[config.mk]
export PLATFORM = sky130hd
export DESIGN_NAME = elf64lpv_rsp_queue
export DESIGN_NICKNAME = d
export VERILOG_FILES = /design/src/rtl/elf64lpv_pkg.sv /design/src/rtl/elf64lpv_rsp_queue.sv
export SDC_FILE = /design/constraint.sdc
export NUM_CORES = 2
export LEC_CHECK = 0
export BUFFER_PORTS_ARGS = -buffer_cell sky130_fd_sc_hd__buf_2
export CELL_PAD_IN_SITES_DETAIL_PLACEMENT = 0
export CELL_PAD_IN_SITES_GLOBAL_PLACEMENT = 1
export CORE_MARGIN = 5
export CORE_UTILIZATION = 25
export CTS_CLUSTER_DIAMETER = 60
export CTS_CLUSTER_SIZE = 28
export DETAILED_ROUTE_END_ITERATION = 12
export PLACE_DENSITY_LB_ADDON = 0.1
export SYNTH_ARGS = -nofsm -noshare
export SYNTH_HDL_FRONTEND = slang
export SYNTH_SLANG_ARGS = --single-unit
[constraint.sdc]
create_clock -name clock -period 65.5 [get_ports clock]
set_input_delay 9.825 -clock clock [delete_from_list [all_inputs] [get_ports clock]]
set_output_delay 9.825 -clock clock [all_outputs]
set_load 0.03 [all_outputs]
[src/rtl/elf64lpv_pkg.sv]
// ---------------------------------------------------------------------------
// elf64lpv_pkg
// Shared types and constants for the ELF64 load plan validator.
// ---------------------------------------------------------------------------
package elf64lpv_pkg;

   // Size of the header window and the segment table limit.
   localparam int HEADER_WINDOW_BYTES = 4096;
   localparam int MAX_SEGMENTS        = 16;

   // Byte position counter: wide enough for the whole window, saturating.
   localparam int POS_W   = $clog2(HEADER_WINDOW_BYTES) + 1;
   localparam int COUNT_W = $clog2(MAX_SEGMENTS + 1);

   localparam logic [63:0] DIRECT_BASE = 64'hffff_ffff_8000_0000;
   localparam logic [63:0] PHYS_START  = 64'h0000_0000_0020_0000;
   localparam logic [63:0] PHYS_LIMIT  = 64'h0000_0000_0120_0000;
   localparam logic [5:0]  ENTRY_LAST  = 6'd55;
   localparam logic [7:0]  ENTRY_BYTES = 8'd56;

   // Result kinds.
   localparam logic KIND_SEGMENT = 1'b0;
   localparam logic KIND_VERDICT = 1'b1;

   typedef struct packed {
      logic [7:0] data_byte;
      logic       first_byte;
   } req_item_type;

   typedef struct packed {
      logic        record_kind;
      logic [63:0] file_offset;
      logic [63:0] phys_address;
      logic [63:0] file_bytes;
      logic [63:0] memory_bytes;
      logic [31:0] segment_flags;
      logic [63:0] entry_point;
      logic [63:0] span_start;
      logic [63:0] span_end;
      logic [4:0]  segments_found;
      logic        accepted;
      logic        last_of_run;
   } rsp_item_type;

   // Results produced by one byte: up to a record followed by a verdict.
   typedef struct packed {
      logic first;
      logic second;
   } push_type;

   // Header byte expected at a given position; the flag is low where any value goes.
   function automatic logic [8:0] expected_byte(input logic [5:0] p);
      logic [8:0] r;
      r = 9'h000;
      case (p)
         6'd0:  r = {1'b1, 8'h7f};
         6'd1:  r = {1'b1, 8'h45};
         6'd2:  r = {1'b1, 8'h4c};
         6'd3:  r = {1'b1, 8'h46};
         6'd4:  r = {1'b1, 8'd2};
         6'd5:  r = {1'b1, 8'd1};
         6'd6:  r = {1'b1, 8'd1};
         6'd16: r = {1'b1, 8'd2};
         6'd18: r = {1'b1, 8'd62};
         6'd20: r = {1'b1, 8'd1};
         6'd17, 6'd19, 6'd21, 6'd22, 6'd23: r = {1'b1, 8'd0};
         6'd52: r = {1'b1, 8'd64};
         6'd54: r = {1'b1, 8'd56};
         6'd53, 6'd55: r = {1'b1, 8'd0};
         default: r = 9'h000;
      endcase
      return r;
   endfunction

endpackage

[src/rtl/elf64lpv_rsp_queue.sv]
// ---------------------------------------------------------------------------
// elf64lpv_rsp_queue
// Four-entry result queue taking up to two items per cycle.
// ---------------------------------------------------------------------------
module elf64lpv_rsp_queue
   import elf64lpv_pkg::*;
(
   input  logic         clock,
   input  logic         reset,
   input  push_type     push,
   input  rsp_item_type res0,
   input  rsp_item_type res1,
   output logic         room,
   output logic         rsp_valid,
   input  logic         rsp_ready,
   output rsp_item_type rsp_item
);

   rsp_item_type slot_ff [4];
   logic [1:0]   head_ff, head_in, tail_ff, tail_in;
   logic [2:0]   count_ff, count_in;
   logic         pop;
   logic [2:0]   npush;

   assign rsp_valid = (count_ff != 3'd0);
   assign rsp_item  = slot_ff[head_ff];
   assign room      = (count_ff <= 3'd2);
   assign pop       = rsp_valid && rsp_ready;
   assign npush     = {2'b00, push.first} + {2'b00, push.second};

   // Pointer and fill count update.
   always_comb begin
      head_in  = pop ? head_ff + 2'd1 : head_ff;
      tail_in  = tail_ff + npush[1:0];
      count_in = count_ff + npush - {2'b00, pop};
   end

   always_ff @(posedge clock) begin
      if (reset) begin
         head_ff  <= '0;
         tail_ff  <= '0;
         count_ff <= '0;
      end else begin
         head_ff  <= head_in;
         tail_ff  <= tail_in;
         count_ff <= count_in;
      end
   end

   // A single result goes in at the tail; a pair fills tail and the slot after it.
   always_ff @(posedge clock) begin
      if (push.first) begin
         slot_ff[tail_ff] <= res0;
      end
      if (push.second) begin
         slot_ff[tail_ff + 2'd1] <= res1;
      end
   end

endmodule

## Word-level counts from Yosys, hierarchy flattened

Memories as Yosys holds them, arrays and structs flattened. A register that Yosys moved wholly into a read port is not among the register bits.
Cells that the tools add are included.

| word-level totals | value |
|---|---|
| flip-flop bits (word level) | 7 |
| memory bits (writable) | 1952 |
| input port bits | 981 |
| output and inout port bits | 490 |
| logic and storage cells | 19 |
| memories kept | 1 |

Memory list:

| name | depth | width | rd ports | clocked after Yosys merged registers in | wr ports | RTL line | source |
|---|---|---|---|---|---|---|---|
| slot_ff | 4 | 488 | 1 | 1 | 2 | elf64lpv_rsp_queue.sv:19 | `rsp_item_type slot_ff [4];` |

| cells by class | value |
|---|---|
| $add $sub $neg | 6 |
| magnitude comparators | 1 |
| muxes and demuxes | 6 |
| reduce and logical (&&, ||, !) cells | 2 |

Operators by type and width:

| kind | count |
|---|---|
| $add 2x1->2 const B | 2 |
| $mux 1 | 4 |
| $mux 2 | 2 |
| $add 3x2->3 | 1 |
| $le 3x2->1 const B | 1 |
| $reduce_bool 3->1 | 1 |
| $sub 3x1->3 | 1 |
| $add 1x1->2 | 1 |
| $add 2x2->2 | 1 |
| $logic_and 1x1->1 | 1 |

## Logic depth before layout (Yosys ltp)

| depth | value |
|---|---|
| depth after elaboration | 4 |
| gate-level depth with buffers | 9 |
| gate-level depth less buffers | 9 |

## Least setup slack after synthesis

No wires, ideal clock.

| timing | value |
|---|---|
| path kind | input to register |
| start | in push[1] (netlist bit) |
| end | mem slot_ff[0][0] (netlist bit) (enable) |
| library setup time | 2.015 ns |
| data arrival time | 43.811 ns |
| data required time | 63.485 ns |
| path slack | 19.674 ns |
| stages | 2 |
| buffers on the path | 0 |
| cells stage by stage | nand2b_1 > o21ai_0 |

RTL lines:

| what | RTL line | source |
|---|---|---|
| from (decl) | elf64lpv_rsp_queue.sv:10 | `input push_type push,` |
| to (decl) | elf64lpv_rsp_queue.sv:19 |  |

==> results.txt <==
----------------------------------------------------
[Clocking]
  CTS H-tree lvls ... 5
  Clock Latency Late Sink ... 0.89 ns
  Hold buffers post-CTS ... 0
  CTS tree ... yes
  Sinks on Clock Net ... 1961
  Clock root cell ... sky130_fd_sc_hd__clkbuf_16
  Clock Pin Slew Worst Setup and Hold Paths ... 0.06 ns
  Post-CTS Setup Inserts ... 0
  TritonCTS buffer count ... 268
  Number of buffers on the longest clock path ... 4
  Resized cells post-CTS ... 0

[Setup path]
  Largest fanout on the critical path ... 88
  Category of the most critical setup path ... register to primary output
  Worst EP required ... 55.67 ns
  CP startpoint kind ... register
  Endpoint class of the critical path ... primary output
  Internal reg-to-reg setup slack ... 60.46 ns
  Arrival time reported for the critical path endpoint ... 5.91 ns

[Timing]
  Max Transition Viols Final ... 0
  Post-route clock skew ... 0.03576 ns
  Final count of negative-setup-slack endpoints ... 0
  Setup slack of the critical path after layout ... 49.77 ns
  Hold violation total from the final report ... 0
  Setup TNS after final layout ... 0 ns
  Relative max-transition margin ... 27.82%
  Slew at the pin with the worst max-slew slack ... 1.083 ns
  Share of the clock period used by the worst path after layout ... 24.02%
  Achievable clock frequency ... 63.56 MHz
  Crit path time final ... 15.73 ns
  Setup repair after global routing missed its margin ... no

[Cells and area]
  Nets@finish ... 7262
  Final Util ... 30.97%
  Share of post-route cells with drive strength above 1 ... 68.60%
  Area Overhead vs Synth ... 23.64%

[Synthesis]
  Flops & latches, synth ... 1961
  Syn Nets ... 5753
  Distinct cell type count after synthesis ... 26
  Yosys warning total ... 0
  Fraction of the yosys area taken by sequential cells ... 62.59%
  Synth Cell Area ... 93940 um2
  Synth Instances ... 4766
  Mean instance size in the synthesized netlist ... 19.71 um2

[Routing]
  Wirelength per Cell ... 31.13 um
  Overall routed net length ... 361200 um
  Initial DRT Pass Iterations ... 6
  Detail Route Antenna Nets ... 0
  Number of DRC markers in iteration 0 ... 3157
  Residual DRC count ... 0
  Drt via density ... 4.656
  Number of vias after detailed routing ... 54020

[Global routing]
  Global Route Usage Sum ... 17.93%
  Met3 demand-to-capacity share in global routing ... 5.986%
  Met1 Track Usage GR ... 20.33%
  Wire length of the first global-routing pass ... 493100 um
  Via count of the first global-routing pass ... 57040
  Global-route met2 utilization ... 31.33%
  Antenna violations before repair ... 414
  Busiest metal layer after global routing ... met2
  Largest net degree at the start of global routing ... 113
  Total congestion overflow after global routing ... 0

[Hold path]
  Min-delay worst type ... register to register

[Power]
  Peak supply drop ... 0.02399 mV
  Power density relative to cell area ... 37.85 nW/um2
  Leakage power summed over all cells ... 39.94 nW

[Place]
  Post-placement setup slack ... 50.31 ns
  IO Port Bufs ... 1470
  Final weighted congestion in routability-driven placement ... 0.7825
  Placed wire-length estimate ... 242800 um

[Floorplan]
  Total core area ... 375000 um2
  Effective utilization at floorplan ... 25.05%
  Total I/O pin count ... 1471
  Overall die area ... 388100 um2
  Width of the chip ... 623.0 um
  Number of standard-cell rows in the floorplan ... 225
  DIE HEIGHT ... 623.0 um

[Flow run]
  Number of max-capacitance violations reported ... 0

[Status]
  Status ... completed

----------------------------------------------------
[registers in the layout, summed over array words and instances (netlist names), named ones only]
signal and cells:
slot_ff 1952, count_ff 3, tail_ff 2, head_ff 2
[worst max-delay path, cell delays in order (launching register included)]
cell                      delay (ns)
sky130_fd_sc_hd__dfxtp_4        0.83
sky130_fd_sc_hd__buf_12         0.70
sky130_fd_sc_hd__buf_12         0.70
sky130_fd_sc_hd__buf_4          0.89
sky130_fd_sc_hd__buf_4          0.77
sky130_fd_sc_hd__mux4_2         0.61
sky130_fd_sc_hd__buf_2          0.20
[power breakdown]
group	total, mW	internal, mW	switching [mW]
logic	1.22	0.434	0.787
clock network	1.54	0.909	0.628
registers	1.64	1.59	0.0469
total	4.40	2.93	1.46
[worst paths after layout]
check	startpoint	endpoint	cells past startpoint
max	register	rsp_item[217]	6
min	head_ff[1]$_SDFFE_PP0P_	register	2
max reg2reg	tail_ff[1]$_SDFF_PP0_	slot_ff[2][265]$_DFFE_PP_	7
min reg2reg	head_ff[1]$_SDFFE_PP0P_	register	2
[per-layer routing]
metal / vias up / wire (um)
li1: 23090 / -
met2: 1966 / 181900
met4: 148 / 15700
met5: - / 946
met1: 27850 / 135100
met3: 965 / 27560
[cells in the mapped netlist]
master                     number  area (um2)
sky130_fd_sc_hd__buf_2        216        1081
sky130_fd_sc_hd__fa_1           1       20.02
sky130_fd_sc_hd__ha_1           5       62.56
sky130_fd_sc_hd__a21oi_1        1       5.000
sky130_fd_sc_hd__inv_1          6       22.52
sky130_fd_sc_hd__mux4_2       488       10990
sky130_fd_sc_hd__o311ai_0       1       8.760
sky130_fd_sc_hd__mux2_2      1955       22010
sky130_fd_sc_hd__nand3_1        1       5.000
sky130_fd_sc_hd__nand3b_1       2       15.01
sky130_fd_sc_hd__nor2b_1        4       25.02
sky130_fd_sc_hd__o21ai_0        2       10.01
sky130_fd_sc_hd__buf_1         15       56.30
sky130_fd_sc_hd__or3_1          1       6.260
sky130_fd_sc_hd__buf_4         16       120.1
sky130_fd_sc_hd__buf_6         40       450.4
sky130_fd_sc_hd__nand2b_1       1       6.260
sky130_fd_sc_hd__nor3b_1        1       7.510
sky130_fd_sc_hd__xnor3_1        1       22.52
sky130_fd_sc_hd__clkbuf_1      38       142.6
sky130_fd_sc_hd__xor3_1         1       23.77
sky130_fd_sc_hd__o31a_1         1       8.760
sky130_fd_sc_hd__edfxtp_1    1952       58620
sky130_fd_sc_hd__mux2i_1        1       10.01
sky130_fd_sc_hd__nor2_1         7       26.28
sky130_fd_sc_hd__dfxtp_1        9       180.2
[final cells by class]
| type | count | area [um2] |
|---|---|---|
| fill | 36900 | 258800 |
| sequential | 1961 | 58800 |
| multi-input combinational | 2474 | 33320 |
| timing repair buffer | 1564 | 8288 |
| clock buffer | 291 | 6845 |
| tap | 4994 | 6248 |
| clock inverter | 194 | 2317 |
| antenna | 119 | 297.8 |
| inverter | 6 | 22.52 |
[metrics by stage]
step                      power, mW  area (um2)  instances  hold WS, ns
after CTS                     4.498      115800      11480       0.5772
after global routing          4.583      116000      11530       0.6212
after floorplan               2.634       93940       4766       0.5383
after global placement        2.930      106700      11000       0.5470
final                         4.397      116100      11600       0.5784
after detailed placement      2.930      106700      11000       0.5658
[logic make-up after synthesis]
| family | share of synthesized area, % |
|---|---|
| adders and majority gates | 0.08791 |
| AOI/OAI and AO/OA | 0.03463 |
| muxes | 35.15 |
| xor gates and xnor gates | 0.04928 |
| buffers and inverters | 1.994 |
| and+or+nand+nor | 0.09723 |
| DFF | 62.59 |
[cell usage in the layout, fill, tap and decap left out, types with 22 or more instances in the layout]
master / n
sky130_fd_sc_hd__inv_6: 43
sky130_fd_sc_hd__clkinv_2: 23
sky130_fd_sc_hd__diode_2: 119
sky130_fd_sc_hd__mux2_2: 1955
sky130_fd_sc_hd__buf_4: 76
sky130_fd_sc_hd__clkbuf_16: 270
sky130_fd_sc_hd__clkinv_1: 28
sky130_fd_sc_hd__bufinv_16: 34
sky130_fd_sc_hd__clkinvlp_4: 22
sky130_fd_sc_hd__edfxtp_1: 1952
sky130_fd_sc_hd__buf_2: 1470
sky130_fd_sc_hd__mux4_2: 488
Power figures use the tool's default switching activity.
