File: config.mk
export PLATFORM = sky130hd
export DESIGN_NAME = elf64lpv_core
export DESIGN_NICKNAME = d
export VERILOG_FILES = /design/src/rtl/elf64lpv_pkg.sv /design/src/rtl/elf64lpv_core.sv
export SDC_FILE = /design/constraint.sdc
export NUM_CORES = 2
export LEC_CHECK = 0
export BUFFER_PORTS_ARGS = -buffer_cell sky130_fd_sc_hd__buf_2
export CAP_MARGIN = 0
export CORE_AREA = 2 2 416 418
export DETAILED_ROUTE_END_ITERATION = 7
export DIE_AREA = 0 0 418 420
export PLACE_DENSITY = 0.57
export REMOVE_ABC_BUFFERS = 1
export SETUP_SLACK_MARGIN = 0.1
export SLEW_MARGIN = 20
export SYNTH_ARGS = -nofsm -noshare
export SYNTH_HDL_FRONTEND = slang
export SYNTH_SLANG_ARGS = --single-unit
File: constraint.sdc
create_clock -name clock -period 28.5 [get_ports clock]
set_input_delay 5.7 -clock clock [delete_from_list [all_inputs] [get_ports clock]]
set_output_delay 5.7 -clock clock [all_outputs]
set_load 0.02 [all_outputs]
File: src/rtl/elf64lpv_pkg.sv
// ---------------------------------------------------------------------------
// elf64lpv_pkg
// Shared types and constants for the ELF64 load plan validator.
// ---------------------------------------------------------------------------
package elf64lpv_pkg;

   // Size of the header window and the segment table limit.
   localparam int HEADER_WINDOW_BYTES = 4096;
   localparam int MAX_SEGMENTS        = 16;

   // Byte position counter: wide enough for the whole window, saturating.
   localparam int POS_W   = $clog2(HEADER_WINDOW_BYTES) + 1;
   localparam int COUNT_W = $clog2(MAX_SEGMENTS + 1);

   localparam logic [63:0] DIRECT_BASE = 64'hffff_ffff_8000_0000;
   localparam logic [63:0] PHYS_START  = 64'h0000_0000_0020_0000;
   localparam logic [63:0] PHYS_LIMIT  = 64'h0000_0000_0120_0000;
   localparam logic [5:0]  ENTRY_LAST  = 6'd55;
   localparam logic [7:0]  ENTRY_BYTES = 8'd56;

   // Result kinds.
   localparam logic KIND_SEGMENT = 1'b0;
   localparam logic KIND_VERDICT = 1'b1;

   typedef struct packed {
      logic [7:0] data_byte;
      logic       first_byte;
   } req_item_type;

   typedef struct packed {
      logic        record_kind;
      logic [63:0] file_offset;
      logic [63:0] phys_address;
      logic [63:0] file_bytes;
      logic [63:0] memory_bytes;
      logic [31:0] segment_flags;
      logic [63:0] entry_point;
      logic [63:0] span_start;
      logic [63:0] span_end;
      logic [4:0]  segments_found;
      logic        accepted;
      logic        last_of_run;
   } rsp_item_type;

   // Results produced by one byte: up to a record followed by a verdict.
   typedef struct packed {
      logic first;
      logic second;
   } push_type;

   // Header byte expected at a given position; the flag is low where any value goes.
   function automatic logic [8:0] expected_byte(input logic [5:0] p);
      logic [8:0] r;
      r = 9'h000;
      case (p)
         6'd0:  r = {1'b1, 8'h7f};
         6'd1:  r = {1'b1, 8'h45};
         6'd2:  r = {1'b1, 8'h4c};
         6'd3:  r = {1'b1, 8'h46};
         6'd4:  r = {1'b1, 8'd2};
         6'd5:  r = {1'b1, 8'd1};
         6'd6:  r = {1'b1, 8'd1};
         6'd16: r = {1'b1, 8'd2};
         6'd18: r = {1'b1, 8'd62};
         6'd20: r = {1'b1, 8'd1};
         6'd17, 6'd19, 6'd21, 6'd22, 6'd23: r = {1'b1, 8'd0};
         6'd52: r = {1'b1, 8'd64};
         6'd54: r = {1'b1, 8'd56};
         6'd53, 6'd55: r = {1'b1, 8'd0};
         default: r = 9'h000;
      endcase
      return r;
   endfunction

endpackage

File: src/rtl/elf64lpv_core.sv
// ---------------------------------------------------------------------------
// elf64lpv_core
// Byte-wide header parser, program header assembly and load entry checks.
// ---------------------------------------------------------------------------
module elf64lpv_core
   import elf64lpv_pkg::*;
(
   input  logic         clock,
   input  logic         reset,
   input  logic         take,
   input  req_item_type item,
   input  logic [63:0]  size_limit,
   output push_type     push,
   output rsp_item_type res0,
   output rsp_item_type res1
);

   logic [POS_W-1:0]   pos_ff, pos_in;
   logic [63:0]        hentry_ff, hentry_in;
   logic [63:0]        toff_ff, toff_in;
   logic [15:0]        tents_ff, tents_in;
   logic               hgood_ff, hgood_in;
   logic [63:0]        ew_ff [7];
   logic [15:0]        seen_ff, seen_in;
   logic [63:0]        pend_ff, pend_in;
   logic [63:0]        low_ff, low_in;
   logic [63:0]        high_ff, high_in;
   logic [COUNT_W-1:0] lcnt_ff, lcnt_in;
   logic               exec_ff, exec_in;
   logic               vg_ff, vg_in;
   logic [5:0]         k_ff, k_in;

   // Working values, with a new image clearing them first.
   logic [POS_W-1:0]   c_pos;
   logic [63:0]        c_hentry, c_toff, c_pend, c_low, c_high;
   logic [15:0]        c_tents, c_seen;
   logic               c_hgood, c_exec, c_vg;
   logic [COUNT_W-1:0] c_lcnt;
   logic [5:0]         c_k;

   logic [7:0]  b;
   logic [8:0]  exp_b;
   logic [63:0] w0, off, va, pa, fsz, msz, al;
   logic [63:0] seg_end, va_end, lim_room, file_room;
   logic [13:0] tab_end;
   logic        load_fail, order_fail, is_load, in_table, last_k, hdr_fail, ok;
   logic [2:0]  wsel;
   logic [2:0]  lane;

   assign b = item.data_byte;

   always_comb begin
      if (item.first_byte) begin
         c_pos = '0; c_hentry = '0; c_toff = '0; c_tents = '0; c_hgood = 1'b1;
         c_seen = '0; c_pend = '0; c_low = '1; c_high = '0; c_lcnt = '0;
         c_exec = 1'b0; c_vg = 1'b0; c_k = '0;
      end else begin
         c_pos = pos_ff; c_hentry = hentry_ff; c_toff = toff_ff; c_tents = tents_ff;
         c_hgood = hgood_ff; c_seen = seen_ff; c_pend = pend_ff; c_low = low_ff;
         c_high = high_ff; c_lcnt = lcnt_ff; c_exec = exec_ff; c_vg = vg_ff;
         c_k = k_ff;
      end
   end

   // Program header words as seen on the last byte of an entry.
   assign w0  = ew_ff[0];
   assign off = ew_ff[1];
   assign va  = ew_ff[2];
   assign pa  = ew_ff[3];
   assign fsz = ew_ff[4];
   assign msz = ew_ff[5];
   assign al  = {b, ew_ff[6][55:0]};

   assign seg_end   = pa + msz;
   assign va_end    = va + msz;
   assign lim_room  = PHYS_LIMIT - pa;
   assign file_room = size_limit - off;
   assign is_load   = (w0[31:0] == 32'd1);

   // Load entry checks.
   always_comb begin
      load_fail = (c_lcnt >= COUNT_W'(MAX_SEGMENTS)) || (fsz > msz) || (msz == '0) ||
                  (pa < PHYS_START) || (pa >= PHYS_LIMIT) || (msz > lim_room) ||
                  (va != DIRECT_BASE + pa) || (pa[11:0] != 12'h000) ||
                  (al < 64'h1000) || ((al & (al - 64'd1)) != '0) ||
                  (off > size_limit) || (fsz > file_room);
      order_fail = (c_pend != '0) && (pa < c_pend);
   end

   // Table bounds check at the end of the file header.
   always_comb begin
      tab_end  = 14'(c_toff) + 14'(c_tents * ENTRY_BYTES);
      hdr_fail = !c_hgood || (c_tents == '0) || (c_tents > 16'(MAX_SEGMENTS)) ||
                 (c_toff < 64'd64) || (c_toff > 64'(HEADER_WINDOW_BYTES)) ||
                 (tab_end > 14'(HEADER_WINDOW_BYTES));
   end

   assign exp_b    = expected_byte(c_pos[5:0]);
   assign in_table = (c_pos >= 7'd64) && (c_pos >= c_toff[POS_W-1:0]);
   assign last_k   = (c_k == ENTRY_LAST);
   assign wsel     = c_k[5:3];
   assign lane     = c_k[2:0];

   // Next state and results for the accepted byte.
   always_comb begin
      pos_in = pos_ff; hentry_in = hentry_ff; toff_in = toff_ff; tents_in = tents_ff;
      hgood_in = hgood_ff; seen_in = seen_ff; pend_in = pend_ff; low_in = low_ff;
      high_in = high_ff; lcnt_in = lcnt_ff; exec_in = exec_ff; vg_in = vg_ff;
      k_in = k_ff;
      push = '0;
      ok = 1'b0;
      res0 = '0;
      res1 = '0;
      res1.record_kind = KIND_VERDICT;
      if (take) begin
         pos_in = c_pos; hentry_in = c_hentry; toff_in = c_toff; tents_in = c_tents;
         hgood_in = c_hgood; seen_in = c_seen; pend_in = c_pend; low_in = c_low;
         high_in = c_high; lcnt_in = c_lcnt; exec_in = c_exec; vg_in = c_vg;
         k_in = c_k;
         if (!c_vg) begin
            if (c_pos < 7'd64) begin
               // File header bytes.
               if (exp_b[8] && (b != exp_b[7:0])) begin
                  hgood_in = 1'b0;
               end
               if (c_pos[5:3] == 3'd3) begin
                  hentry_in[8*c_pos[2:0] +: 8] = b;
               end else if (c_pos[5:3] == 3'd4) begin
                  toff_in[8*c_pos[2:0] +: 8] = b;
               end else if (c_pos[5:1] == 5'd28) begin
                  tents_in[8*c_pos[0] +: 8] = b;
               end
               if ((c_pos[5:0] == 6'd63) && hdr_fail) begin
                  res0.record_kind = KIND_VERDICT;
                  res0.last_of_run = 1'b1;
                  push.first       = 1'b1;
                  vg_in            = 1'b1;
               end
            end else if (in_table) begin
               // Program header bytes.
               k_in = last_k ? '0 : c_k + 6'd1;
               if (last_k) begin
                  if (is_load && (load_fail || order_fail)) begin
                     res0.record_kind = KIND_VERDICT;
                     res0.last_of_run = 1'b1;
                     push.first       = 1'b1;
                     vg_in            = 1'b1;
                  end else begin
                     if (is_load) begin
                        pend_in = seg_end;
                        lcnt_in = c_lcnt + 1'b1;
                        if (pa < c_low) begin
                           low_in = pa;
                        end
                        if (seg_end > c_high) begin
                           high_in = seg_end;
                        end
                        if (w0[32] && (c_hentry >= va) && (c_hentry < va_end)) begin
                           exec_in = 1'b1;
                        end
                        // A record on its own is the last result of its byte.
                        res0.record_kind   = KIND_SEGMENT;
                        res0.file_offset   = off;
                        res0.phys_address  = pa;
                        res0.file_bytes    = fsz;
                        res0.memory_bytes  = msz;
                        res0.segment_flags = w0[63:32];
                        res0.last_of_run   = 1'b1;
                        push.first         = 1'b1;
                     end
                     seen_in = c_seen + 16'd1;
                     if (seen_in >= c_tents) begin
                        ok = (lcnt_in != '0) && exec_in && (low_in == PHYS_START);
                        vg_in = 1'b1;
                        if (ok) begin
                           res1.entry_point    = c_hentry;
                           res1.span_start     = low_in;
                           res1.span_end       = high_in;
                           res1.segments_found = 5'(lcnt_in);
                           res1.accepted       = 1'b1;
                        end
                        res1.last_of_run = 1'b1;
                        if (is_load) begin
                           res0.last_of_run = 1'b0;
                           push.second      = 1'b1;
                        end else begin
                           res0        = res1;
                           push.first  = 1'b1;
                        end
                     end
                  end
               end
            end
            if (c_pos != '1) begin
               pos_in = c_pos + 1'b1;
            end
         end
      end
   end

   // Control and state registers.
   always_ff @(posedge clock) begin
      if (reset) begin
         pos_ff <= '0; hentry_ff <= '0; toff_ff <= '0; tents_ff <= '0;
         hgood_ff <= 1'b1; seen_ff <= '0; pend_ff <= '0; low_ff <= '1;
         high_ff <= '0; lcnt_ff <= '0; exec_ff <= 1'b0; vg_ff <= 1'b1; k_ff <= '0;
      end else begin
         pos_ff <= pos_in; hentry_ff <= hentry_in; toff_ff <= toff_in;
         tents_ff <= tents_in; hgood_ff <= hgood_in; seen_ff <= seen_in;
         pend_ff <= pend_in; low_ff <= low_in; high_ff <= high_in;
         lcnt_ff <= lcnt_in; exec_ff <= exec_in; vg_ff <= vg_in; k_ff <= k_in;
      end
   end

   // Program header word assembly; every byte is rewritten before use.
   always_ff @(posedge clock) begin
      if (take && !c_vg && (c_pos >= 7'd64) && in_table) begin
         ew_ff[wsel][8*lane +: 8] <= b;
      end
   end

endmodule

== Word-level counts from Yosys, hierarchy flattened ==
Memories as Yosys holds them, arrays and structs flattened.
Index checks and enable logic that the tools add are counted.

* Memories kept: 2
* Output and inout bits: 978
* Word-level logic and storage cells: 246
* RAM bits: 448
* Flip-flop bits (word level): 379
* ROM bits: 512
* Bits of input ports: 76

* Muxes and demuxes: 141
* Shift operators: 6
* Order comparisons: 21
* $add $sub $neg: 14
* Reduce and logical (&&, ||, !) cells: 37
* Multiply operators: 1
* Eq/ne operators: 10
* Bitwise gates (word level): 1

{| class="wikitable"
|+ Memories
! memory !! depth !! width !! rd ports !! clocked after Yosys merged registers in !! wr ports !! line !! text
|-
| (name not given) || 64 || 8 || 1 || 0 || 0 || elf64lpv_pkg.sv:55 || <nowiki>case (p)</nowiki>
|-
| ew_ff || 7 || 64 || 7 || 0 || 1 || elf64lpv_core.sv:23 || <nowiki>logic [63:0] ew_ff [7];</nowiki>
|}

{| class="wikitable"
|+ Operators by type and width
! cell !! count
|-
| $mux 64 || 45
|-
| $mux 488 || 5
|-
| $mux 199 || 7
|-
| $mux 486 || 2
|-
| $mux 487 || 1
|-
| $gt 64x64->1 || 5
|-
| $mux 288 || 1
|-
| $mux 198 || 1
|-
| $lt 64x64->1 || 3
|-
| $mux 16 || 12
|-
| $add 64x64->64 || 2
|-
| $bwmux 64 || 2
|-
| $reduce_bool 64->1 || 2
|-
| $shift 8x34->64 const A || 2
|-
| $shiftx 8x34->64 || 2
|-
| $neg 6->34 || 2
|-
| $mux 5 || 13
|-
| $add 64x64->64 const A || 1
|-
| $and 64x64->64 || 1
|-
| $eq 64x22->1 const B || 1
|-
| $ge 64x25->1 const B || 1
|-
| $ge 64x64->1 || 1
|-
| $gt 64x13->1 const B || 1
|-
| $logic_not 64->1 || 1
|-
| 41 further kinds || 117
|}

== Logic depth before layout (Yosys ltp) ==
* Depth in word-level cells: 33
* Gate-level depth with buffers: 33
* Gate-level depth less buffers: 31

== Worst setup path before layout ==
Ideal clock, no wire load.

* Kind: in2out
* Start point: input port size_limit[6]
* End point: output port res0[293] (netlist bit)
* Setup slack: 11.423 ns
* Required time: 22.800 ns
* Arrival: 11.377 ns
* Cell stages on the path: 27
* Path buffers: 2
* Cell sequence: ha_1 -> or4_1 -> o22ai_1 -> a211oi_1 -> nand2b_1 -> a41oi_1 -> o21ai_0 -> a21oi_1 -> o21ai_0 -> a21o_1 -> a21oi_1 -> xor2_1 -> ha_1 -> nand4_1 -> or2_2 -> or3_1 -> nor4_1 -> nand4_1 -> nor2_1 -> a21oi_1 -> a21oi_1 -> nand4_2 -> nor2_1 -> nand2_1 -> clkbuf_1 -> buf_2 -> nor3_1

{| class="wikitable"
|+ RTL lines
! what !! line !! text
|-
| start: declaration || elf64lpv_core.sv:12 || <nowiki>input logic [63:0] size_limit,</nowiki>
|-
| end: declaration || elf64lpv_core.sv:14 || <nowiki>output rsp_item_type res0,</nowiki>
|}

==> results.md <==
- Final setup viols: 0
- Worst setup path startpoint: size_limit[2]
- Row count: 152
- 1st-iter DRT viols: 5976
- VDD IR max: between 40 and 50 uV
- Synth-to-layout area growth: 11.3%
- Ys async rst share: 0%
- Clock skew: about 84 ps
- Total iterations of the first detailed-routing run: 7
- Synth unique cells: around 100
- Mapped Area: 64200 um^2
- Hold WC Path Type: reg -> reg
- Crit path DAT: 14640 ps
- #FFs+latches synth: 819
- Sink Count: approximately 820
- Seq/Total Area, Yosys: between 30% and 40%
- Initial Util: 37.6%
- Initial antenna violation count: 18
- Setup TNS: 0 ps
- Number of synthesized flops with an enable pin: 440
- Grt ovf: 0
- Nets: 8838
- Fmax: 49.2 MHz
- Drt via density: ~5.7
- CTS clock-pin slew for the worst setup and hold paths: 50 ps
- RSZ-0062 raised after global routing: no
- Syn avg cell area: 8.60 um^2
- CTS Root Buffer Type: clkbuf_16
- Routed WL: 281000 um
- Clock latency on the worst-skew pair: 770 ps
- First-pass GRT wire length: 389000 um
- Combinational power share: roughly 6%
- Slowest CP cell: a21oi_1
- Power Density: 38.2 nW/um^2
- Final min period: 20340 ps
- Fin Hold WS: 451 ps
- Die area: roughly 180000 um^2
- HP Start: high_ff[5]
- Post-route ant nets: 0
- Synthesis Warnings: 0
- Core ar.: approximately 170000 um^2
- Gates resized, CTS repair: 0
- Crit Path Category: in -> out
- Most frequent CP cell: a21oi_1
- Worst rel slew slack: 18.1%
- I/O pin count: 1054
- R2r startpoint: ew_ff[3][1]
- Die H: 420 um
- Outcome: finished, final reports clean
- Area after DPL: 68100 um^2
- Placed cells: 10100
- Clk network pwr share: 48.9%
- Max cap viols: 0
- Fin. max-slew vios: 0
- Delay-heaviest family, CP: compound AO/OA/AOI/OAI gates
- Clock buffer depth: 3
- GRT Util Overall: 30.7%
- Syn Inst Count: ~7500
- Reg power frac: a little under half
- Dominant synthesized flop cell: edfxtp_1
- Vias: 58900
- Switching share of power: 25.4%
- Final hold vios: 0
- WP data required: between 20000 and 25000 ps
- Die width: roughly 420 um
- Post-Layout Cell Count: around 10000
- Crit. End Element: primary output
- Startpoint types: input pin
- Vias in the first global route: around 54000
- Leakage: 0.0320 uW
- Fin crit share: 71.4%
- Number of port buffers: a little under 600
- Share of cells above drive strength 1: 11.5%
- Residual DRC count: 0
- Dpl hpwl: 226000 um
- WP buf/inv: 4
- Finished Core Util: between 40% and 50%
- CP Max Fanout: 76
- CP peak stage delay: 1000 ps
- Global placement routability congestion: between 1 and 1.5
- Pin count of the biggest net entering global routing: 109
- Inserted Clock Buffers: 94
- Post-cts hold buffer count: 0
- Final instance area: ~70000 um^2
- Psw: 694 uW
- H-Tree Depth: 3
- Wirelength per Cell: 27.3 um
- TritonCTS clock tree: yes
- Slew @ Worst Pin: 1220 ps
- Internal power: 2040 uW
- Setup bufs post-CTS: 0
==> power groups by stage <==
stage	Clock, uW	Combinational (uW)	Sequential (uW)
finish	1340	165	1230
global placement	0	160	1260
floorplan	0	106	1260
CTS	1350	161	1230
detailed placement	0	161	1260
global route	1390	177	1230
==> worst register-to-register path, delay by kind of cell, from the launching register on <==
family,cells,cell delay (ps)
and+or+nand+nor,21,7750
AOI/OAI and AO/OA,3,850
buffers and inverters,2,790
DFF,1,670
adders and majority gates,2,560
==> path summary, 6_finish.rpt <==
kind                  to  slack [ps]  depth (start not counted)
max reg2reg  pend_ff[63]       17760                         28
min reg2reg   high_ff[5]         450                          2
max              res1[3]        8160                         31
min           high_ff[5]         450                          2
==> through the flow <==
step                      worst slack (ps)  total power (uW)
after floorplan                       5500              1360
after global placement                8930              1420
after detailed placement              8690              1420
after CTS                             8660              2740
after global routing                  7810              2800
final                                 8160              2730
==> sequential cells by signal (all words and copies together), names as in the netlist <==
signal	flops
tents_ff	16
lcnt_ff	5
high_ff	64
hgood_ff	1
toff_ff	64
seen_ff	16
low_ff	64
pend_ff	64
hentry_ff	64
vg_ff	1
ew_ff	440
k_ff	6
exec_ff	1
pos_ff	13
==> area by class of cell <==
| type | count | area (um^2) |
|---|---|---|
| Antenna cell | 10 | 25.0 |
| Clock buffer | 124 | 2560 |
| Clock inverter | 51 | 831 |
| Fill cell | 17100 | 99500 |
| Inverter | 374 | 1410 |
| Multi-Input combinational cell | 5993 | 39300 |
| Sequential cell | 819 | 20800 |
| Tap cell | 2233 | 2790 |
| Timing Repair Buffer | 697 | 3790 |
==> Yosys cell counts, types with 116 or more instances <==
| master | count | area (um^2) |
|---|---|---|
| nor2_1 | 877 | 3290 |
| ha_1 | 770 | 9630 |
| nand2_1 | 587 | 2200 |
| buf_4 | 465 | 3490 |
| edfxtp_1 | 440 | 13200 |
| a21oi_1 | 408 | 2040 |
| dfxtp_1 | 379 | 7590 |
| inv_1 | 371 | 1390 |
| a21o_1 | 325 | 2440 |
| o21ai_0 | 260 | 1300 |
| nor3_1 | 237 | 1190 |
| clkbuf_1 | 228 | 856 |
| and2_1 | 196 | 1230 |
| xnor2_1 | 195 | 1710 |
| nand4_1 | 179 | 1120 |
| xor2_1 | 157 | 1380 |
| a22oi_1 | 132 | 991 |
| nand3_1 | 116 | 581 |
==> logic make-up (layout without fill, tap and decap cells) <==
family          after synthesis  count (layout)  share of synthesized area, %
mux                          22              22                         0.349
buf+inv                    1122            1246                          9.35
flops                       819             819                          32.4
simple gates               2685            2685                          20.2
other cells                   2             474                        0.0117
compound gates             1687            1687                          17.5
xor+xnor                    352             352                          4.80
fa+ha+maj                   783             783                          15.4
==> layout by cell type, fill, tap and decap left out, drive strengths merged, types with 19 or more instances in the layout <==
| master | n |
|---|---|
| o211ai | 41 |
| o31ai | 29 |
| or3 | 39 |
| a21oi | 408 |
| clkinv | 27 |
| xnor2 | 195 |
| nor2 | 880 |
| o21bai | 33 |
| o21a | 97 |
| nand4 | 180 |
| mux2i | 19 |
| dfxtp | 379 |
| inv | 375 |
| a22o | 70 |
| nand2b | 63 |
| and2 | 197 |
| nor2b | 86 |
| clkbuf | 124 |
| edfxtp | 440 |
| buf | 697 |
| nand3 | 117 |
| a22oi | 132 |
| conb | 464 |
| and3 | 54 |
| o2111ai | 19 |
| a211oi | 36 |
| nor4 | 110 |
| or4 | 32 |
| or2 | 30 |
| a21o | 325 |
| nand2 | 587 |
| xor2 | 157 |
| a32oi | 25 |
| a31oi | 39 |
| ha | 770 |
| o21ai | 279 |
| nor3 | 240 |
==> routing by layer <==
layer	share of wire, %	GRT usage [%]	vias up	wire length [um]
met5	0.0092	0	-	26
met4	6.8	18.3	4	19100
met1	40	38.6	28500	113000
met2	45	49.3	2802	128000
met3	7.6	5.32	547	21300
li1	-	-	27000	-
Note: power is estimated with default switching activity, not from simulation.
